<file path="config.mk">
export PLATFORM = sky130hd
export DESIGN_NAME = pol_cell
export DESIGN_NICKNAME = d
export VERILOG_FILES = /design/src/hw/rtl/pol_pkg.sv /design/src/hw/rtl/pol_cell.sv
export SDC_FILE = /design/constraint.sdc
export NUM_CORES = 1
export LEC_CHECK = 0
export BUFFER_PORTS_ARGS = -buffer_cell sky130_fd_sc_hd__buf_4
export CAP_MARGIN = 10
export CORE_ASPECT_RATIO = 1.1
export CORE_MARGIN = 4
export CORE_UTILIZATION = 40
export CTS_CLUSTER_SIZE = 24
export DETAILED_ROUTE_END_ITERATION = 8
export PLACE_DENSITY = 0.87
export REMOVE_ABC_BUFFERS = 1
export SYNTH_ARGS = -nofsm -noshare
export SYNTH_HDL_FRONTEND = slang
export SYNTH_SLANG_ARGS = --single-unit
</file>
<file path="constraint.sdc">
create_clock -name clk -period 10.12 [get_ports clk]
set_clock_uncertainty 0.15 [all_clocks]
set_input_delay 2.024 -clock clk [delete_from_list [all_inputs] [get_ports clk]]
set_output_delay 2.024 -clock clk [all_outputs]
set_load 0.01 [all_outputs]
</file>
<file path="src/hw/rtl/pol_pkg.sv">
`timescale 1ns / 1ps
// ----------------------------------------------------------------------------
// pol_pkg
// shared widths, codes and the control bundle broadcast along the cell row
// ----------------------------------------------------------------------------
package pol_pkg;

    localparam int DATA_W        = 32;
    localparam int POS_W         = 8;
    localparam int CMD_W         = 2;
    localparam int STAT_W        = 2;
    localparam int ECNT_W        = 8;
    localparam int S_TDATA_W     = 48;
    localparam int M_TDATA_W     = 48;
    localparam int DEPTH_DEFAULT = 128;
    localparam int GROUP_SIZE    = 32;

    localparam logic [CMD_W-1:0] CMD_INSERT = 2'd0;
    localparam logic [CMD_W-1:0] CMD_DELETE = 2'd1;
    localparam logic [CMD_W-1:0] CMD_READ   = 2'd2;

    localparam logic [STAT_W-1:0] STAT_OK    = 2'd0;
    localparam logic [STAT_W-1:0] STAT_RANGE = 2'd1;
    localparam logic [STAT_W-1:0] STAT_FULL  = 2'd2;

    typedef struct packed {
        logic              ins;
        logic              del;
        logic [POS_W-1:0]  target;
        logic [DATA_W-1:0] value;
    } cell_ctrl_t;

endpackage

</file>
<file path="src/hw/rtl/pol_cell.sv">
`timescale 1ns / 1ps
// ----------------------------------------------------------------------------
// pol_cell
// one list slot: holds its entry, takes the new value or a neighbor's entry on insert, a neighbor's on delete
// ----------------------------------------------------------------------------
module pol_cell #(
    parameter int INDEX = 0
) (
    input  logic                     clk,
    input  pol_pkg::cell_ctrl_t      ctrl,
    input  logic [pol_pkg::DATA_W-1:0] prev_data,
    input  logic [pol_pkg::DATA_W-1:0] next_data,
    output logic [pol_pkg::DATA_W-1:0] data,
    output logic [pol_pkg::DATA_W-1:0] tap
);
    import pol_pkg::*;

    logic [DATA_W-1:0] data_reg;
    logic [DATA_W-1:0] data_next;
    logic              hit;
    logic              after;

    assign hit   = (int'(ctrl.target) == INDEX);
    assign after = (int'(ctrl.target) < INDEX);

    always_comb
    begin
        data_next = data_reg;
        if (ctrl.ins)
        begin
            if (hit)
            begin
                data_next = ctrl.value;
            end
            else if (after)
            begin
                data_next = prev_data;
            end
        end
        else if (ctrl.del && (hit || after))
        begin
            data_next = next_data;
        end
    end

    always_ff @(posedge clk)
    begin
        data_reg <= data_next;
    end

    assign data = data_reg;
    assign tap  = hit ? data_reg : '0;

endmodule

</file>
# Word level (Yosys, flattened, before mapping)
# Cells that the tools add are included.
op_classes:
  n_eq_ne: 1
  mux: 4
  reduce_logical: 4
ops:
  columns: ["operator", "count"]
  rows:
  - ["2-to-1 mux 32 bit", 4]
  - ["zero test 8 bit", 1]
  - ["!= test 2 x 1 -> 1 bit, second input constant", 1]
  - ["AND reduction 2 bit", 1]
  - ["nonzero test 2 bit", 1]
  - ["logical AND 1 bit", 1]
totals:
  regBits: 32
  out_inout_bits: 64
  word_cells: 10

# Longest topological paths before layout
logic_depth:
  word_depth: 4
  mapped_depth: 4
  mapped_depth_nobuf: 2

# Worst setup path after synthesis
# Ideal clock, no wire load.
synth_timing:
  path_kind: "in2reg"
  from: "in ctrl[37] in the netlist's numbering"
  to: "reg data_reg[0], in the netlist data[0] (enable)"
  setup_time_ns: 0.461
  arrival_time_ns: 4.947
  required_time_ns: 9.509
  path_slack_ns: 4.562
  path_stages: 3
  path_buffers: 1
  path_cell_list: "or4_4 buf_6 nor3_1"
synth_via:
  elab_chain_cells: 4
synth_rtl:
  columns: ["item", "line", "text"]
  rows:
  - ["start: declaration", "pol_cell.sv:10", "input pol_pkg::cell_ctrl_t ctrl,"]
  - ["zero test 8 bit (*)", "pol_cell.sv:23", "assign hit = (int'(ctrl.target) == INDEX);"]
  - ["logical AND 1 bit", "pol_cell.sv:40", "else if (ctrl.del && (hit || after))"]
  - ["nonzero test 2 bit (no source line)", null, null]
  - ["AND reduction 2 bit (no source line) (*)", null, null]
  - ["end signal: assignment", "pol_cell.sv:48", "data_reg <= data_next;"]
  - ["end: declaration", "pol_cell.sv:18", "logic [DATA_W-1:0] data_reg;"]
# Every way passes the cells marked *; elsewhere a longest branch is shown, timed or not.
# A chain may end at the register's enable or synchronous reset.

# Final worst setup path
layout_timing:
  from: "in ctrl[33] in the netlist's numbering"
  to: "out tap[22] in the netlist's numbering"
layout_via:
  elab_chain_cells: 2
layout_rtl:
  columns: ["item", "line", "text"]
  rows:
  - ["zero test 8 bit", "pol_cell.sv:23", null]
  - ["2-to-1 mux 32 bit", "pol_cell.sv:52", "assign tap = hit ? data_reg : '0;"]
  - ["end: declaration", "pol_cell.sv:14", "output logic [pol_pkg::DATA_W-1:0] tap"]
# Every way passes these cells.

==> flow_metrics.py <==
metrics = {
    "worst_hold_path": {
        "min_from": "ctrl[29]",
        "whs_endpoint": "data[29]",
        "hold_depth": 2,
        "holdCritPathClass": "input port to flop",
    },
    "outcome": {
        "outcome": "completed",
    },
    "detailed_routing": {
        "vias_per_cell": 4.68,
        "drc": 0,
        "postRouteAntennaNets": 0,
        "vias": 1555,
        "drt_pass1_iterations": 4,
        "wl_per_cell_um": 14.9,
        "wirelength_um": 4940,
        "detail_route.iter0.violations": 32,
    },
    "synthesis": {
        "synth_area_sq_um": 1900,
        "synth_cell_type_count": 13,
        "yosys.area_share.simple": 0.178,
        "synth_compound_area_frac": 0,
        "synthMuxAreaShare": 0.190,
        "synthCells": 144,
        "synth_adder_area_share": 0,
        "synth_top_family_by_area": "multiplexers",
        "yosysSeqAreaShare": 0.507,
        "yosys_warnings": 0,
        "synth_top_area_frac": 0.507,
        "synth-xor-area-share": 0,
        "syn_area_per_cell_sq_um": 13.2,
        "synth_area_leader_cell": "edfxtp_1",
        "ys_ff_latch": 32,
        "synthTopCellsByArea": "edfxtp_1 (51%), mux2_2 (19%), nor3_2 (16%)",
    },
    "clocking": {
        "clock_path_buffers": 2,
        "post_cts_resized": 0,
        "cts_tree": "yes",
        "clock_sinks": 32,
        "post_cts.repair.setup_buffers": 0,
        "h-tree-depth": 2,
        "cts_hold_buf": 0,
        "clk_pin_slew_ps": 60,
        "cts_made_buffers": 5,
        "cts_root_buf": "clkbuf_8",
    },
    "placement": {
        "place.gp.congestion": 0.689,
        "placed_cell_area_sq_um": 2900,
        "io_buffer_count": 138,
        "dp.cells": 327,
        "hpwlAfterDp_um": 3800,
    },
    "cells_and_area": {
        "final_nets": 385,
        "fin_cells": 332,
        "final_cell_mix": "buf_4 (139), mux2_2 (32), inv_1 (32), edfxtp_1 (32), nor3_2 (31)",
        "regArea_sq_um": 961,
        "multi_input_comb_area_sq_um": 704,
        "drive_gt1_frac": 0.757,
        "layout_commonest_cell": "buf_4",
        "area_growth_pct": 56.6,
        "antennaDiodeCount": 0,
        "largest_reg_flops": 32,
        "fin_area_sq_um": 2970,
        "fillerInstances": 390,
    },
    "floorplanning": {
        "initial_core_util": 0.410,
        "die_height_um": 80.2,
        "core_sq_um": 4620,
        "dieArea_sq_um": 5910,
        "rows": 26,
        "die_w_um": 73.6,
        "io_pins": 171,
    },
    "timing": {
        "hold_viol_final": 0,
        "maxSlewHeadroom": 0.382,
        "fin_setup_tns_ps": 0,
        "rsz0062_at_grt": "no",
        "timing.final.crit_share": 0.579,
        "clock.fmax_mhz": 171,
        "slew_violations": 0,
        "min_period_ps": 5860,
        "worstMarginPinSlew_ps": 927,
        "setup_viol": 0,
    },
    "setup_path": {
        "critical_path.most_common_cell": "buf_4",
        "path_max_fanout": 33,
        "worstPathRequired_ps": 7950,
        "cp_slowest_stage_delay_ps": 1110,
        "crit_chain": "buf_4 -> or4_2 -> nor3_2 -> buf_4",
        "startpoint_type": "input port",
        "end_kind": "primary output",
        "crit_type": "input port to primary output",
        "crit_slowest_cell": "or4_2",
        "cp.arrival_ps": 3690,
    },
    "global_route": {
        "grt_use_total": 0.158,
        "antenna_found_initial": 0,
        "grt.overflow.total": 0,
        "grt_pass1_wl_um": 7060,
        "grt_pass1_vias": 1533,
        "grt_max_degree": 34,
    },
    "pwr": {
        "p_leak_nw": 1.33,
        "ir_drop_mv": 0.0733,
        "power.total_mw": 0.273,
        "power_density_nw_per_um2": 91.9,
    },
    "job": {
        "maxCapViolations": 0,
    },
}
[layout make-up]
| type | count | share of cell area |
|---|---|---|
| multi-input cells | 68 | 0.237 |
| flip-flops and latches | 32 | 0.324 |
| inverters | 32 | 0.0405 |
| repair buffers | 139 | 0.352 |
| well taps | 56 | 0.0236 |
| clock buffers | 5 | 0.0232 |
[layer usage]
metal  part of all wire  up-vias  global-route usage
met2               0.57       75               0.302
met1               0.31      718               0.153
met3              0.095        9              0.0463
li1                   -      753                   -
met5                  0        -                   0
met4              0.018        0              0.0634
[cell usage after synthesis]
cell type and count:
or4_4 1, buf_12 3, buf_4 3, edfxtp_1 32, nor3_2 30, buf_6 1, nor3_1 3, inv_1 32
buf_2 3, nor2_1 1, mux2_2 32, or4_1 1, clkbuf_1 2
[worst max path at each step]
stage / startpoint / cells after the start / end
floorplan: ctrl[33] / 2 / data[0]
global placement: ctrl[33] / 4 / tap[31]
detailed placement: ctrl[33] / 4 / tap[31]
CTS: ctrl[33] / 4 / tap[31]
global route: ctrl[33] / 4 / tap[31]
finish: ctrl[33] / 4 / tap[22]
[report_power, final]
| group | total (mW) | switching (mW) | internal, mW |
|---|---|---|---|
| clock | 0.0850 | 0.0408 | 0.0442 |
| sequential | 0.147 | 0.000189 | 0.147 |
| combinational | 0.0403 | 0.0125 | 0.0279 |
| total | 0.273 | 0.0535 | 0.219 |
[critical path: cells and delay by family]
family | cells | cell delay [ps]
buf+inv | 2 | 270
simple gates | 2 | 1370
[stage by stage]
stage,worst slack (ps),hold WS (ps),util
global placement,4260,2180,0.628
floorplan,3950,2090,-
global route,4160,1890,0.642
detailed placement,4240,2180,0.628
finish,4260,1900,0.642
CTS,4240,1890,0.642
[cell families after synthesis]
logic type             count (synthesis)
buffers and inverters                 44
flip-flops                            32
multiplexers                          32
AND/OR/NAND/NOR                       36
Power figures use the tool's default switching activity.
